--- config.mk ---
export PLATFORM = sky130hd
export DESIGN_NAME = delimited_field_parser_top
export DESIGN_NICKNAME = d
export VERILOG_FILES = /design/src/rtl/dfp_pkg.sv /design/src/rtl/dfp_front.sv /design/src/rtl/dfp_queue.sv /design/src/rtl/dfp_back.sv /design/src/rtl/delimited_field_parser_top.sv
export SDC_FILE = /design/constraint.sdc
export NUM_CORES = 2
export LEC_CHECK = 0
export BUFFER_PORTS_ARGS = -buffer_cell sky130_fd_sc_hd__buf_2
export CAP_MARGIN = 10
export CELL_PAD_IN_SITES_DETAIL_PLACEMENT = 0
export CELL_PAD_IN_SITES_GLOBAL_PLACEMENT = 1
export CORE_UTILIZATION = 50
export DETAILED_ROUTE_END_ITERATION = 12
export PLACE_DENSITY_LB_ADDON = 0.25
export SYNTH_ARGS = -nofsm -noshare
export SYNTH_HDL_FRONTEND = slang
export SYNTH_SLANG_ARGS = --single-unit
--- constraint.sdc ---
create_clock -name clk_i -period 15.4 [get_ports clk_i]
set_input_delay 3.08 -clock clk_i [delete_from_list [all_inputs] [get_ports clk_i]]
set_output_delay 3.08 -clock clk_i [all_outputs]
set_load 0.03 [all_outputs]
--- src/rtl/dfp_pkg.sv ---
package dfp_pkg;

  localparam int unsigned FracDigitsKept = 9;
  localparam int unsigned MaxStringBytes = 256;
  localparam int unsigned CfgW = 9;
  localparam logic [CfgW-1:0] MaxStringLenReset = 9'd32;

  localparam logic [7:0] ChSemi = 8'h3B;
  localparam logic [7:0] ChPoint = 8'h2E;
  localparam logic [7:0] ChMinus = 8'h2D;
  localparam logic [7:0] ChZero = 8'h30;
  localparam logic [7:0] ChNine = 8'h39;
  localparam logic [7:0] ChBackslash = 8'h5C;
  localparam logic [7:0] ChNul = 8'h00;

  typedef enum logic [1:0] {
    KindInt  = 2'd0,
    KindUint = 2'd1,
    KindDec  = 2'd2,
    KindStr  = 2'd3
  } kind_e;

  typedef enum logic [1:0] {
    StOk      = 2'd0,
    StBadChar = 2'd1,
    StEmpty   = 2'd2,
    StTooLong = 2'd3
  } status_e;

  typedef enum logic [2:0] {
    PhIdle,
    PhWhole,
    PhFrac,
    PhString,
    PhSkip
  } phase_e;

  typedef enum logic [1:0] {
    OpChar,
    OpDone,
    OpDec
  } op_e;

  // One queued command from the front end to the back end.
  typedef struct packed {
    op_e         op;
    logic [7:0]  ch;
    logic [47:0] value;
    logic [1:0]  status;
    logic        negative;
    logic [31:0] whole;
    logic [29:0] frac;
    logic [3:0]  digits;
  } cmd_t;

  typedef struct packed {
    logic        is_char;
    logic [7:0]  char_out;
    logic [47:0] value;
    logic [1:0]  status;
    logic        last;
  } res_t;

  function automatic logic [29:0] pow10(input logic [3:0] d);
    logic [29:0] p;
    p = 30'd1;
    unique case (d)
      4'd0: p = 30'd1;
      4'd1: p = 30'd10;
      4'd2: p = 30'd100;
      4'd3: p = 30'd1000;
      4'd4: p = 30'd10000;
      4'd5: p = 30'd100000;
      4'd6: p = 30'd1000000;
      4'd7: p = 30'd10000000;
      4'd8: p = 30'd100000000;
      default: p = 30'd1000000000;
    endcase
    return p;
  endfunction

endpackage

--- src/rtl/dfp_front.sv ---
module dfp_front #(
  parameter int unsigned MaxBytes = dfp_pkg::MaxStringBytes,
  parameter int unsigned FracKept = dfp_pkg::FracDigitsKept
) (
  input  logic                clk_i,
  input  logic                rst_ni,
  input  logic                in_valid_i,
  output logic                in_ready_o,
  input  logic [7:0]          byte_i,
  input  logic [1:0]          kind_i,
  input  logic [8:0]          max_len_i,
  output logic                cmd_valid_o,
  output dfp_pkg::cmd_t       cmd_o,
  input  logic                cmd_room_i
);
  import dfp_pkg::*;

  localparam int unsigned CntW = $clog2(MaxBytes + 1);
  localparam logic [3:0] KeptLim = (FracKept < 9) ? 4'(FracKept) : 4'd9;

  phase_e      phase_q, phase_d;
  kind_e       kind_q, kind_d;
  logic        neg_q, neg_d;
  logic [31:0] whole_q, whole_d;
  logic [29:0] frac_q, frac_d;
  logic [3:0]  digits_q, digits_d;
  logic [CntW-1:0] cnt_q, cnt_d;
  logic        bs_q, bs_d;
  logic [1:0]  err_q, err_d;

  logic [CntW-1:0] limit;
  logic        emit;
  cmd_t        cmd;
  logic        fire;
  logic        bs_flush;
  logic        is_dig;
  logic [3:0]  dig;

  always_comb begin
    if (max_len_i < 9'd2) limit = CntW'(2);
    else if (32'(max_len_i) > MaxBytes) limit = CntW'(MaxBytes);
    else limit = CntW'(max_len_i);
  end

  // A lone backslash goes out before the byte behind it is taken.
  assign bs_flush = in_valid_i && phase_q == PhString && bs_q && byte_i != ChSemi;
  assign in_ready_o = cmd_room_i && !bs_flush;
  assign fire = in_valid_i && in_ready_o;
  assign is_dig = byte_i >= ChZero && byte_i <= ChNine;
  assign dig = 4'(byte_i - ChZero);

  always_comb begin
    phase_d = phase_q; kind_d = kind_q; neg_d = neg_q; whole_d = whole_q;
    frac_d = frac_q; digits_d = digits_q; cnt_d = cnt_q; bs_d = bs_q;
    err_d = err_q;
    emit = 1'b0;
    cmd = '0;
    cmd.op = OpDone;
    cmd.negative = neg_q;
    cmd.whole = whole_q;
    cmd.frac = frac_q;
    cmd.digits = digits_q;
    if (bs_flush && cmd_room_i) begin
      bs_d = 1'b0;
      if (cnt_q + 1'b1 >= limit) begin
        err_d = StTooLong; phase_d = PhSkip;
      end else begin
        emit = 1'b1; cmd.op = OpChar; cmd.ch = ChBackslash; cnt_d = cnt_q + 1'b1;
      end
    end else if (fire) begin
      unique case (phase_q)
        PhIdle: begin
          if (byte_i != ChNul) begin
            kind_d = kind_e'(kind_i); neg_d = 1'b0; whole_d = '0; frac_d = '0;
            digits_d = '0; cnt_d = '0; bs_d = 1'b0; err_d = StOk;
            if (kind_e'(kind_i) == KindStr) begin
              if (byte_i == ChSemi) begin
                emit = 1'b1; cmd.status = StEmpty;
              end else if (byte_i == ChBackslash) begin
                bs_d = 1'b1; phase_d = PhString;
              end else if (limit <= CntW'(1)) begin
                phase_d = PhString;
              end else begin
                phase_d = PhString; emit = 1'b1; cmd.op = OpChar;
                cmd.ch = byte_i; cnt_d = CntW'(1);
              end
            end else begin
              phase_d = PhWhole;
              cmd.negative = 1'b0; cmd.whole = '0; cmd.digits = '0; cmd.frac = '0;
              if (byte_i == ChMinus && kind_e'(kind_i) != KindUint) begin
                neg_d = 1'b1;
              end else if (is_dig) begin
                whole_d = 32'(dig);
              end else if (byte_i == ChSemi) begin
                emit = 1'b1; phase_d = PhIdle;
                cmd.op = (kind_e'(kind_i) == KindDec) ? OpDec : OpDone;
              end else if (byte_i == ChPoint && kind_e'(kind_i) == KindDec) begin
                phase_d = PhFrac;
              end else begin
                err_d = StBadChar; phase_d = PhSkip;
              end
            end
          end
        end
        PhWhole: begin
          if (is_dig) begin
            whole_d = {whole_q[28:0], 3'b0} + {whole_q[30:0], 1'b0} + 32'(dig);
          end else if (byte_i == ChSemi) begin
            emit = 1'b1; phase_d = PhIdle;
            if (kind_q == KindDec) cmd.op = OpDec;
            else if (kind_q == KindUint) cmd.value = {16'd0, whole_q};
            else begin
              cmd.value = 48'(signed'(neg_q ? (32'd0 - whole_q) : whole_q));
            end
          end else if (byte_i == ChPoint && kind_q == KindDec) begin
            phase_d = PhFrac;
          end else if (byte_i == ChNul) begin
            emit = 1'b1; cmd.status = StBadChar; phase_d = PhIdle;
          end else begin
            err_d = StBadChar; phase_d = PhSkip;
          end
        end
        PhFrac: begin
          if (is_dig) begin
            if (digits_q < KeptLim) begin
              frac_d = {frac_q[26:0], 3'b0} + {frac_q[28:0], 1'b0} + 30'(dig);
              digits_d = digits_q + 1'b1;
            end
          end else if (byte_i == ChSemi) begin
            emit = 1'b1; cmd.op = OpDec; phase_d = PhIdle;
          end else if (byte_i == ChNul) begin
            emit = 1'b1; cmd.status = StBadChar; phase_d = PhIdle;
          end else begin
            err_d = StBadChar; phase_d = PhSkip;
          end
        end
        PhString: begin
          if (bs_q) begin
            bs_d = 1'b0;
            if (cnt_q + 1'b1 >= limit) begin
              err_d = StTooLong; phase_d = PhSkip;
            end else begin
              emit = 1'b1; cmd.op = OpChar; cmd.ch = ChSemi; cnt_d = cnt_q + 1'b1;
            end
          end else if (byte_i == ChNul || byte_i == ChSemi) begin
            emit = 1'b1; phase_d = PhIdle;
          end else if (byte_i == ChBackslash) begin
            bs_d = 1'b1;
          end else if (cnt_q + 1'b1 >= limit) begin
            err_d = StTooLong; phase_d = PhSkip;
          end else begin
            emit = 1'b1; cmd.op = OpChar; cmd.ch = byte_i; cnt_d = cnt_q + 1'b1;
          end
        end
        default: begin
          if (byte_i == ChNul || byte_i == ChSemi) begin
            emit = 1'b1; cmd.status = err_q; phase_d = PhIdle;
          end
        end
      endcase
    end
  end

  always_ff @(posedge clk_i or negedge rst_ni) begin
    if (!rst_ni) begin
      phase_q <= PhIdle; kind_q <= KindInt; neg_q <= 1'b0; whole_q <= '0;
      frac_q <= '0; digits_q <= '0; cnt_q <= '0; bs_q <= 1'b0; err_q <= StOk;
    end else begin
      phase_q <= phase_d; kind_q <= kind_d; neg_q <= neg_d; whole_q <= whole_d;
      frac_q <= frac_d; digits_q <= digits_d; cnt_q <= cnt_d; bs_q <= bs_d;
      err_q <= err_d;
    end
  end

  assign cmd_valid_o = emit;
  assign cmd_o = cmd;
endmodule

--- src/rtl/dfp_queue.sv ---
module dfp_queue #(
  parameter int unsigned Depth = 4
) (
  input  logic          clk_i,
  input  logic          rst_ni,
  input  logic          wr_i,
  input  dfp_pkg::cmd_t wdata_i,
  output logic          room_o,
  output logic          valid_o,
  output dfp_pkg::cmd_t rdata_o,
  input  logic          rd_i
);
  import dfp_pkg::*;

  localparam int unsigned AW = (Depth > 1) ? $clog2(Depth) : 1;

  cmd_t            mem_q [Depth];
  logic [AW-1:0]   wp_q, rp_q;
  logic [AW:0]     cnt_q;

  // Room for two so a consumed byte never overflows the queue.
  assign room_o = 32'(cnt_q) + 2 <= Depth;
  assign valid_o = cnt_q != '0;
  assign rdata_o = mem_q[rp_q];

  always_ff @(posedge clk_i) begin
    if (wr_i) mem_q[wp_q] <= wdata_i;
  end

  always_ff @(posedge clk_i or negedge rst_ni) begin
    if (!rst_ni) begin
      wp_q <= '0; rp_q <= '0; cnt_q <= '0;
    end else begin
      if (wr_i) wp_q <= (32'(wp_q) == Depth - 1) ? '0 : wp_q + 1'b1;
      if (rd_i) rp_q <= (32'(rp_q) == Depth - 1) ? '0 : rp_q + 1'b1;
      cnt_q <= cnt_q + (AW+1)'(wr_i) - (AW+1)'(rd_i);
    end
  end
endmodule

--- src/rtl/dfp_back.sv ---
module dfp_back (
  input  logic          clk_i,
  input  logic          rst_ni,
  input  logic          cmd_valid_i,
  input  dfp_pkg::cmd_t cmd_i,
  output logic          cmd_take_o,
  output logic          res_valid_o,
  output dfp_pkg::res_t res_o,
  input  logic          res_ready_i
);
  import dfp_pkg::*;

  // The fraction is scaled to nine digits, so (frac << 16) / 10^d becomes
  // (f << 7) / 5^9, found by a reciprocal multiply and one correction step.
  localparam logic [31:0] Recip = 32'd2305843009;
  localparam logic [20:0] Pow5Nine = 21'd1953125;

  logic          busy_q, busy_d;
  logic [1:0]    step_q, step_d;
  logic          neg_q;
  logic [47:0]   ip_q;
  logic [29:0]   frac_q;
  logic [29:0]   scale_q;
  logic [29:0]   f_q;
  logic [15:0]   qe_q;
  logic          out_v_q, out_v_d;
  res_t          out_q;
  logic [31:0]   whole_s;
  logic [29:0]   f_mul;
  logic [61:0]   p_mul;
  logic [36:0]   q_back;
  logic [36:0]   rem;
  logic [15:0]   quot;
  logic [47:0]   fq, dec_val;
  logic          out_free;
  logic          divide;
  logic          done;

  assign out_free = !out_v_q || res_ready_i;
  assign cmd_take_o = cmd_valid_i && !busy_q && out_free;
  assign divide = cmd_i.op == OpDec && cmd_i.digits != 4'd0;
  assign done = busy_q && step_q == 2'd2 && out_free;
  assign whole_s = cmd_i.negative ? 32'd0 - cmd_i.whole : cmd_i.whole;
  assign f_mul = frac_q * scale_q;
  assign p_mul = 62'(f_q) * 62'(Recip);
  assign q_back = 37'(qe_q) * 37'(Pow5Nine);
  assign rem = {f_q, 7'd0} - q_back;
  assign quot = qe_q + 16'(rem >= 37'(Pow5Nine));
  assign fq = {32'd0, quot};
  assign dec_val = neg_q ? ip_q - fq : ip_q + fq;

  always_comb begin
    busy_d = busy_q;
    step_d = step_q;
    out_v_d = out_v_q;
    if (out_v_q && res_ready_i) out_v_d = 1'b0;
    if (cmd_take_o) begin
      if (divide) begin
        busy_d = 1'b1;
        step_d = 2'd0;
      end else begin
        out_v_d = 1'b1;
      end
    end else if (busy_q) begin
      if (done) begin
        busy_d = 1'b0;
        out_v_d = 1'b1;
      end else if (step_q != 2'd2) begin
        step_d = step_q + 2'd1;
      end
    end
  end

  always_ff @(posedge clk_i or negedge rst_ni) begin
    if (!rst_ni) begin
      busy_q <= 1'b0; out_v_q <= 1'b0; step_q <= '0;
    end else begin
      busy_q <= busy_d; out_v_q <= out_v_d; step_q <= step_d;
    end
  end

  always_ff @(posedge clk_i) begin
    if (cmd_take_o) begin
      neg_q <= cmd_i.negative;
      ip_q <= {whole_s, 16'd0};
      frac_q <= cmd_i.frac;
      scale_q <= pow10(4'd9 - ((cmd_i.digits > 4'd9) ? 4'd9 : cmd_i.digits));
      out_q.is_char <= cmd_i.op == OpChar;
      out_q.char_out <= cmd_i.ch;
      out_q.status <= cmd_i.status;
      out_q.last <= cmd_i.op != OpChar;
      out_q.value <= (cmd_i.op == OpDec) ? {whole_s, 16'd0} : cmd_i.value;
    end else if (busy_q) begin
      if (step_q == 2'd0) f_q <= f_mul;
      if (step_q == 2'd1) qe_q <= p_mul[60:45];
      if (done) out_q.value <= dec_val;
    end
  end

  assign res_valid_o = out_v_q;
  assign res_o = out_q;
endmodule

--- src/rtl/delimited_field_parser_top.sv ---
// Channel   | Direction | Payload
// s_axis    | in        | tdata[7:0] text_byte, tuser[1:0] kind
// m_axis    | out       | tdata[57:0] char_out,value,status (+pad), tuser is_char, tlast
// cfg       | in        | cfg_data_i[8:0] max_string_len
// A byte is taken while the command queue has room for two words and no lone backslash is going out.
// The byte after a lone backslash waits while the backslash goes out.
// A decimal field with fraction digits keeps the back end busy through its scale, multiply and correction steps.
// Reset clears all control state; max_string_len returns to 32.
// Either side may stall; the queue between front and back absorbs short stalls.
module delimited_field_parser_top #(
  parameter int unsigned MaxBytes = dfp_pkg::MaxStringBytes,
  parameter int unsigned FracKept = dfp_pkg::FracDigitsKept
) (
  input  logic        clk_i,
  input  logic        rst_ni,
  input  logic        s_axis_tvalid,
  output logic        s_axis_tready,
  input  logic [7:0]  s_axis_tdata,   // text_byte
  input  logic [1:0]  s_axis_tuser,   // kind
  output logic        m_axis_tvalid,
  input  logic        m_axis_tready,
  output logic [63:0] m_axis_tdata,   // char_out[7:0], value[55:8], status[57:56]
  output logic        m_axis_tuser,   // is_char
  output logic        m_axis_tlast,   // last
  input  logic        cfg_valid_i,
  output logic        cfg_ready_o,
  input  logic [8:0]  cfg_data_i
);
  import dfp_pkg::*;

  logic [8:0] max_len_q;
  logic       cmd_v, room, q_v, take;
  cmd_t       cmd, q_cmd;
  res_t       res;

  assign cfg_ready_o = 1'b1;
  always_ff @(posedge clk_i or negedge rst_ni) begin
    if (!rst_ni) max_len_q <= MaxStringLenReset;
    else if (cfg_valid_i) max_len_q <= cfg_data_i;
  end

  dfp_front #(.MaxBytes(MaxBytes), .FracKept(FracKept)) u_front (
    .clk_i, .rst_ni, .in_valid_i(s_axis_tvalid), .in_ready_o(s_axis_tready),
    .byte_i(s_axis_tdata), .kind_i(s_axis_tuser), .max_len_i(max_len_q),
    .cmd_valid_o(cmd_v), .cmd_o(cmd), .cmd_room_i(room)
  );

  dfp_queue #(.Depth(4)) u_queue (
    .clk_i, .rst_ni, .wr_i(cmd_v), .wdata_i(cmd), .room_o(room),
    .valid_o(q_v), .rdata_o(q_cmd), .rd_i(take)
  );

  dfp_back u_back (
    .clk_i, .rst_ni, .cmd_valid_i(q_v), .cmd_i(q_cmd), .cmd_take_o(take),
    .res_valid_o(m_axis_tvalid), .res_o(res), .res_ready_i(m_axis_tready)
  );

  assign m_axis_tdata = {6'd0, res.status, res.value, res.char_out};
  assign m_axis_tuser = res.is_char;
  assign m_axis_tlast = res.last;
endmodule
; ---- Word level (Yosys, flattened, before mapping)
; Memory sizes are Yosys's and may differ from the RTL's. A register that Yosys moved wholly into a read port is not among the register bits.
; Cells that the tools add are included.
[totals]
regBits = 273
mem_bits_rw = 508
mem_bits_ro = 480
in_bits = 24
out_inout_bits = 69
word_cells = 317
n_memories = 2
[classes]
n_addsub = 20
multipliers = 3
n_lt_le_gt_ge = 10
eq_ne = 35
n_mux = 170
n_bitwise = 2
n_reduce_logical = 49
[memory_table]
columns = memory, depth, word_bits, read_ports, rd_ports_with_merged_regs, wr, line_no
row1 = u_queue.mem_q, 4, 127, 1, 0, 1, dfp_queue.sv:17  ; cmd_t mem_q [Depth];
row2 = (no name shown), 16, 30, 1, 1, 0, dfp_pkg.sv:67  ; unique case (d)
[op_table]
columns = op, count
row1 = $mux W48, 9
row2 = $mux W32, 6
row3 = $mux W9, 17
row4 = $mux W67, 2
row5 = $mux W127, 1
row6 = $mux W117, 1
row7 = $mux W30, 3
row8 = $mux W2, 40
row9 = $mux W69, 1
row10 = $pmux W32 S2, 1
row11 = $sub A1 B32 Y32 const A, 2
row12 = $mul A30 B32 Y61 const B, 1
row13 = $mux W10, 6
row14 = $mux W3, 20
row15 = $pmux W30 S2, 1
row16 = $mux W50, 1
row17 = $add A48 B16 Y48, 1
row18 = $sub A48 B16 Y48, 1
row19 = $mux W1, 46
row20 = $ge A37 B21 Y1 const B, 1
row21 = $mul A16 B21 Y37 const B, 1
row22 = $sub A37 B37 Y37, 1
row23 = $add A32 B32 Y32, 1
row24 = $add A32 B4 Y32, 1
row25 = other kinds (64), 124

; ---- Depth between registers and ports, before layout
[depth]
word_depth = 14
depth_mapped = 41
depth_no_buf = 40

; ---- By module
; From an unflattened synthesis, not the netlist that was laid out.
[hier_totals]
hier_cells = 6106
area_unflattened_um2 = 70781.6
[modules_own_cells]
columns = mod, instances, cells_each, area_each_um2, seq_area_each_um2
row1 = dfp_back, 1, 4239, 42349.4, 5865.6
row2 = dfp_queue, 1, 700, 18756.7, 15429.8
row3 = dfp_front, 1, 1139, 9242.6, 2102.0
row4 = delimited_field_parser_top, 1, 28, 432.9, 226.5

; ---- Least setup slack after synthesis
; Ideal clock, no wire load.
[synth_timing]
path_type = input port to flip-flop
from = in s_axis_tdata[5]
to = mem u_queue.mem_q[0][0] (netlist bit) (enable)
setup_ps = 598
arrival_time_ps = 9394
required_ps = 14802
setup_slack_ps = 5408
path_stages = 10
path_buffers = 2
path_cell_list = clkbuf_1 > nor3_1 > and3_1 > clkbuf_1 > nor2_1 > o21ai_0 > o21a_1 > a31o_2 > a31oi_1 > nor2b_1
[synth_between]
elab_chain_cells = 11
elab_cells_between_ends = 40
classes_between = order compare: 2 / eq/ne: 5 / mux: 22 / reduce/logical: 11
[synth_lines]
columns = element, line_no
row1 = start: declaration, delimited_field_parser_top.sv:18  ; input logic [7:0] s_axis_tdata,
row2 = $ge A8 B6 Y1 (tied with other cells), dfp_front.sv:49  ; assign is_dig = byte_i >= ChZero && byte_i <= ChNine;
row3 = $logic_and A1 B1 Y1 or $mux W1 (tied branches), "dfp_front.sv:49, dfp_front.sv:94"
row4 = $mux W1, dfp_front.sv:92  ; end else if (is_dig) begin
row5 = $mux W1, dfp_front.sv:90  ; if (byte_i == ChMinus && kind_e'(kind_i) != KindUint) begin
row6 = $mux W1, dfp_front.sv:76  ; if (kind_e'(kind_i) == KindStr) begin
row7 = $mux W1, dfp_front.sv:73  ; if (byte_i != ChNul) begin
row8 = $pmux W1 S4, dfp_front.sv:71  ; unique case (phase_q)
row9 = $mux W1, dfp_front.sv:70  ; end else if (fire) begin
row10 = $mux W1 *, dfp_front.sv:63  ; if (bs_flush && cmd_room_i) begin
row11 = $mux W1 *, dfp_queue.sv:27  ; if (wr_i) mem_q[wp_q] <= wdata_i;
row12 = $mux W1 (not written as such) *, dfp_queue.sv:27
row13 = end: declaration, dfp_queue.sv:17
; Mark *: on every way between the ends. The rest lies on a longest branch, timed or not.

; ---- Worst setup path in the final report
[layout_timing]
from = reg u_back.qe_q[8]
to = reg u_back.out_q (netlist bit u_back.res_o[48]) (data pin)
[layout_between]
elab_chain_cells = 9
elab_cells_between_ends = 10
classes_between = add/sub: 4 / mul: 1 / order compare: 1 / mux: 4
[layout_lines]
columns = element, line_no
row1 = start: declaration, dfp_back.sv:25  ; logic [15:0] qe_q;
row2 = start signal: assignment, dfp_back.sv:95  ; if (step_q == 2'd1) qe_q <= p_mul[60:45];
row3 = $mul A16 B21 Y37, dfp_back.sv:46  ; assign q_back = 37'(qe_q) * 37'(Pow5Nine);
row4 = $sub A37 B37 Y37, dfp_back.sv:47  ; assign rem = {f_q, 7'd0} - q_back;
row5 = $ge A37 B21 Y1, dfp_back.sv:48  ; assign quot = qe_q + 16'(rem >= 37'(Pow5Nine));
row6 = $add A16 B1 Y16 *, dfp_back.sv:48
row7 = $add A48 B16 Y48 or $sub A48 B16 Y48 (tied branches), dfp_back.sv:50  ; assign dec_val = neg_q ? ip_q - fq : ip_q + fq;
row8 = $mux W48 *, dfp_back.sv:50
row9 = $mux W48 *, dfp_back.sv:96  ; if (done) out_q.value <= dec_val;
row10 = $mux W48 *, dfp_back.sv:93  ; end else if (busy_q) begin
row11 = $mux W48 *, dfp_back.sv:83  ; if (cmd_take_o) begin
row12 = end: declaration, dfp_back.sv:27  ; res_t out_q;
; Mark *: on every way between the ends. The rest lies on a longest branch, timed or not. The select of a mux whose other input is x is not followed.
; A chain may end at the register's enable or synchronous reset.

==> results.md <==
- Summed over all instances, the cell type with the most area after synthesis is sky130_fd_sc_hd__edfxtp_1.
- Across all register-to-register paths, the minimum setup slack is 4810 ps.
- The flow ran to the end, and the final reports show no timing, DRC or antenna violations.
- The worst pin sits at a relative slew slack of 0.227.
- The reg-to-reg critical path startpoint is u_back.qe_q[8].
- The quantity of hold-fixing buffers added after cts is 0.
- In this run the deepest clock path goes through 3 buffers.
- The cell area after synthesis is 68,200 µm².
- The number of enable flip-flop cells after synthesis is 640.
- In the synthesized netlist the dominant register cell turns out to be sky130_fd_sc_hd__edfxtp_1.
- The startpoint of the most critical hold path is u_front.frac_q[29].
- Setup repair after global routing left no endpoint under its margin.
- The count of non-filler cells in the finished layout is 7,926.
- The proportion of synthesized flip-flops having asynchronous set or reset is 0.140.
- Data on the critical path is required at its endpoint by 15,760 ps.
- The critical path contains buffers and inverters numbering 5 combined.
- The critical path's slowest cell is sky130_fd_sc_hd__edfxtp_1.
- The per-instance average area after synthesis is 11.3 µm².
- The hold violation total from the final report is 0.
- At the pin with the least slew margin, the transition time is 1160 ps.
- After detailed routing, the total wire length is 170,000 µm.
- The CTS sink count is 744.
- The source-to-sink clock delay at the later pin of the worst-skew pair is 660 ps.
- The kind of start point of the critical path is a flop.
- The area occupied by registers is 21,800 µm².
- The count of nets left with antenna violations after detail routing is 0.
- By area the synthesized netlist is led by sky130_fd_sc_hd__edfxtp_1, sky130_fd_sc_hd__fa_1, sky130_fd_sc_hd__ha_1.
- Yosys printed 0 warnings.
- Data arrives at the worst endpoint at 10,960 ps.
- The total DRC errors in the routed layout is 0.
- After detailed routing, the average wire length per cell comes to 21.4 µm.
- The final layout contains 7,660 nets.
- The core region area is 135,000 µm².
- On the worst path, the slowest cell contributes a delay of 670 ps.
- The class of the worst hold path is reg2reg.
- Global routing finished with a remaining overflow of 0.
- The overall die area is 138,000 µm².
- The number of antenna diodes is 0.
- The count of pins over their slew limit is 0.
- The fmax is 94.4 MHz.
- The worst setup path is captured at a flop.
- The number of vias per cell is 5.51.
- The cell family contributing the most delay on the critical path is adder cells.
- Compared with the post-synthesis result, the final layout area differs by 7.27%.
- The number of instances resized during post-cts repair is 0.
- The pre-antenna-repair detailed-routing pass consisted of 7 iterations.
- From left edge to right edge, the die measures 371 µm.
- Summing all multi-input logic gate instances after layout gives 41,400 µm².
- Setup violations remaining at the end of the flow were counted as 0.
- Port buffering added 85 buffers.
- The clock skew is 29.9 ps.
- The share of the synthesized area in the top cell type is 0.282.
- Across the run, the number of max-cap violations was 0.
- In this run the core area contains 135 standard-cell rows.
- For this block, the initial DRC count from the detailed router was 2,896.
- The first global-routing pass estimated 265,000 µm of wire.
- Of the synthesized area, sequential elements account for 0.320.
- The critical path startpoint is u_back.qe_q[8].
- TritonCTS built the clock tree.
- Counting flops and latches in the post-synthesis netlist gives 744.
- The critical path start-end classification is reg2reg.
- The setup TNS is 0 ps.
- The distinct cell type count after synthesis is 88.
- The die extent in y is 371 µm.
- Synthesis produced a netlist whose cell count is 6,035.
- Prior to clock tree synthesis, the placed netlist has a worst setup slack of 4790 ps.
- The most prevalent standard cell on the critical path is sky130_fd_sc_hd__fa_1.
- The share of cells above drive strength 1 is 0.0682.
- Counting the fill cells in the layout gives 11,889.
- Routability-driven placement finished with a final weighted congestion of 0.917.
- The number of global-route vias before repair was 45,459.
- Of the available clock period, the critical path in the final layout requires 0.688.
- After layout, the worst setup slack is 4810 ps.
- The clock-pin slew on the worst setup and hold paths is 60 ps.
- Once placement completed, the tool counted placed cells totaling 7,786.
- The initial core utilization is 0.504.
- The largest net degree at the start of global routing is 70.
- The global router's overall resource usage is 0.252.
- The tree is rooted in a sky130_fd_sc_hd__clkbuf_16.
- The shortest period the worst path allows is 10,590 ps.
- The final route contains 43,703 vias.
- The number of ports placed on the die boundary is 93.
- The level count of the clock H-tree is 3.
- The number of antenna violations at the first check in global routing was 4.
- The buffers inserted during post-CTS setup optimization is 0.
- Detailed placement ended at an HPWL of 131,000 µm.
- TritonCTS created 76 clock buffers.
- Along the worst path, the maximum fanout reaches 9.
==> cell families (layout without fill, tap and decap cells) <==
kind of cell / Yosys count / after routing / synth area share
flops: 744 / 744 / 0.320
buf+inv: 1334 / 1439 / 0.0744
xor+xnor: 304 / 304 / 0.0390
fa+ha+maj: 1553 / 1553 / 0.372
other cells: 2 / 7 / 0.000110
simple gates: 1275 / 1275 / 0.0907
compound gates: 692 / 692 / 0.0632
mux: 131 / 131 / 0.0405
==> layout make-up <==
| class | count | area share |
|---|---|---|
| multi-input cells | 3962 | 0.566 |
| flip-flops and latches | 744 | 0.298 |
| inverters | 1154 | 0.0592 |
| well taps | 1781 | 0.0304 |
| clock buffers | 104 | 0.0284 |
| repair buffers | 145 | 0.0120 |
| clock inverters | 36 | 0.00557 |
==> synth_stat cells (13+ instances only) <==
| library cell | count |
|---|---|
| sky130_fd_sc_hd__inv_1 | 1151 |
| sky130_fd_sc_hd__a21o_1 | 80 |
| sky130_fd_sc_hd__nand4_1 | 24 |
| sky130_fd_sc_hd__buf_2 | 16 |
| sky130_fd_sc_hd__o31ai_1 | 26 |
| sky130_fd_sc_hd__or2_2 | 16 |
| sky130_fd_sc_hd__mux4_2 | 98 |
| sky130_fd_sc_hd__nor2b_1 | 27 |
| sky130_fd_sc_hd__o21ai_0 | 162 |
| sky130_fd_sc_hd__and3_1 | 37 |
| sky130_fd_sc_hd__nor2_1 | 183 |
| sky130_fd_sc_hd__dfrtp_1 | 103 |
| sky130_fd_sc_hd__edfxtp_1 | 640 |
| sky130_fd_sc_hd__and2_1 | 212 |
| sky130_fd_sc_hd__a211oi_1 | 22 |
| sky130_fd_sc_hd__o21a_1 | 23 |
| sky130_fd_sc_hd__a21oi_1 | 226 |
| sky130_fd_sc_hd__mux2_2 | 14 |
| sky130_fd_sc_hd__nand2_1 | 543 |
| sky130_fd_sc_hd__or3_1 | 21 |
| sky130_fd_sc_hd__nor3_1 | 58 |
| sky130_fd_sc_hd__fa_1 | 795 |
| sky130_fd_sc_hd__a31oi_1 | 27 |
| sky130_fd_sc_hd__o21bai_1 | 15 |
| sky130_fd_sc_hd__clkbuf_1 | 150 |
| sky130_fd_sc_hd__mux4_1 | 13 |
| sky130_fd_sc_hd__nand3_1 | 48 |
| sky130_fd_sc_hd__xnor2_1 | 184 |
| sky130_fd_sc_hd__ha_1 | 758 |
| sky130_fd_sc_hd__nand2b_1 | 31 |
| sky130_fd_sc_hd__xor2_1 | 120 |
| sky130_fd_sc_hd__nor4_1 | 22 |
==> registers in the layout, summed over array words and instances, names as in the netlist, 4 cells and up <==
signal            count
u_back.qe_q          16
u_front.frac_q       30
u_front.cnt_q         9
u_back.scale_q       23
max_len_q             9
u_front.whole_q      32
u_front.digits_q      4
u_back.res_o         60
u_back.f_q           30
u_back.ip_q          32
u_back.frac_q        30
u_queue.mem_q       448
==> placed cells by master (no fill, tap or decap), drive strengths merged, types with 16 or more instances in the layout <==
cell,Yosys,routed
nor2b,27,27
xnor2,184,184
buf,30,145
fa,795,795
ha,758,758
or3,21,21
a211oi,22,22
o21ai,165,165
or2,16,16
nand2b,31,31
a31oi,27,27
nor2,184,184
clkinv,3,24
nor3,59,59
mux4,111,111
and2,212,212
nand2,544,544
dfrtp,103,103
nor4,25,25
clkbuf,150,104
o21a,23,23
xor2,120,120
and3,37,37
edfxtp,640,640
inv,1151,1156
o31ai,26,26
nand3,48,48
nand4,24,24
a21oi,227,227
a21o,80,80
==> metrics by stage <==
stage / util / hold slack, ps / instance area, µm²
floorplan: - / 458 / 68300
global placement: 0.522 / 476 / 70700
detailed placement: 0.522 / 473 / 70700
CTS: 0.540 / 487 / 73200
global route: 0.540 / 517 / 73200
finish: 0.540 / 483 / 73200
==> path summary, 6_finish.rpt <==
check,depth (start not counted),endpoint
worst max-delay path,36,u_back.res_o[48]
worst min-delay path,1,u_front.frac_q[29]
worst max register to register,36,u_back.res_o[48]
worst min register to register,1,u_front.frac_q[29]
max in group asynchronous,2,u_queue.rp_q[1]
min in group asynchronous,1,max_len_q[7]
==> layer usage <==
| layer | global-route usage | share of wire |
|---|---|---|
| met1 | 0.356 | 0.45 |
| met2 | 0.419 | 0.48 |
| met3 | 0.0272 | 0.048 |
| met4 | 0.0597 | 0.022 |
| met5 | 0 | 0 |
Power is not shown: default switching activity piles up to over one toggle a cycle in this logic, so the estimate is an artifact.
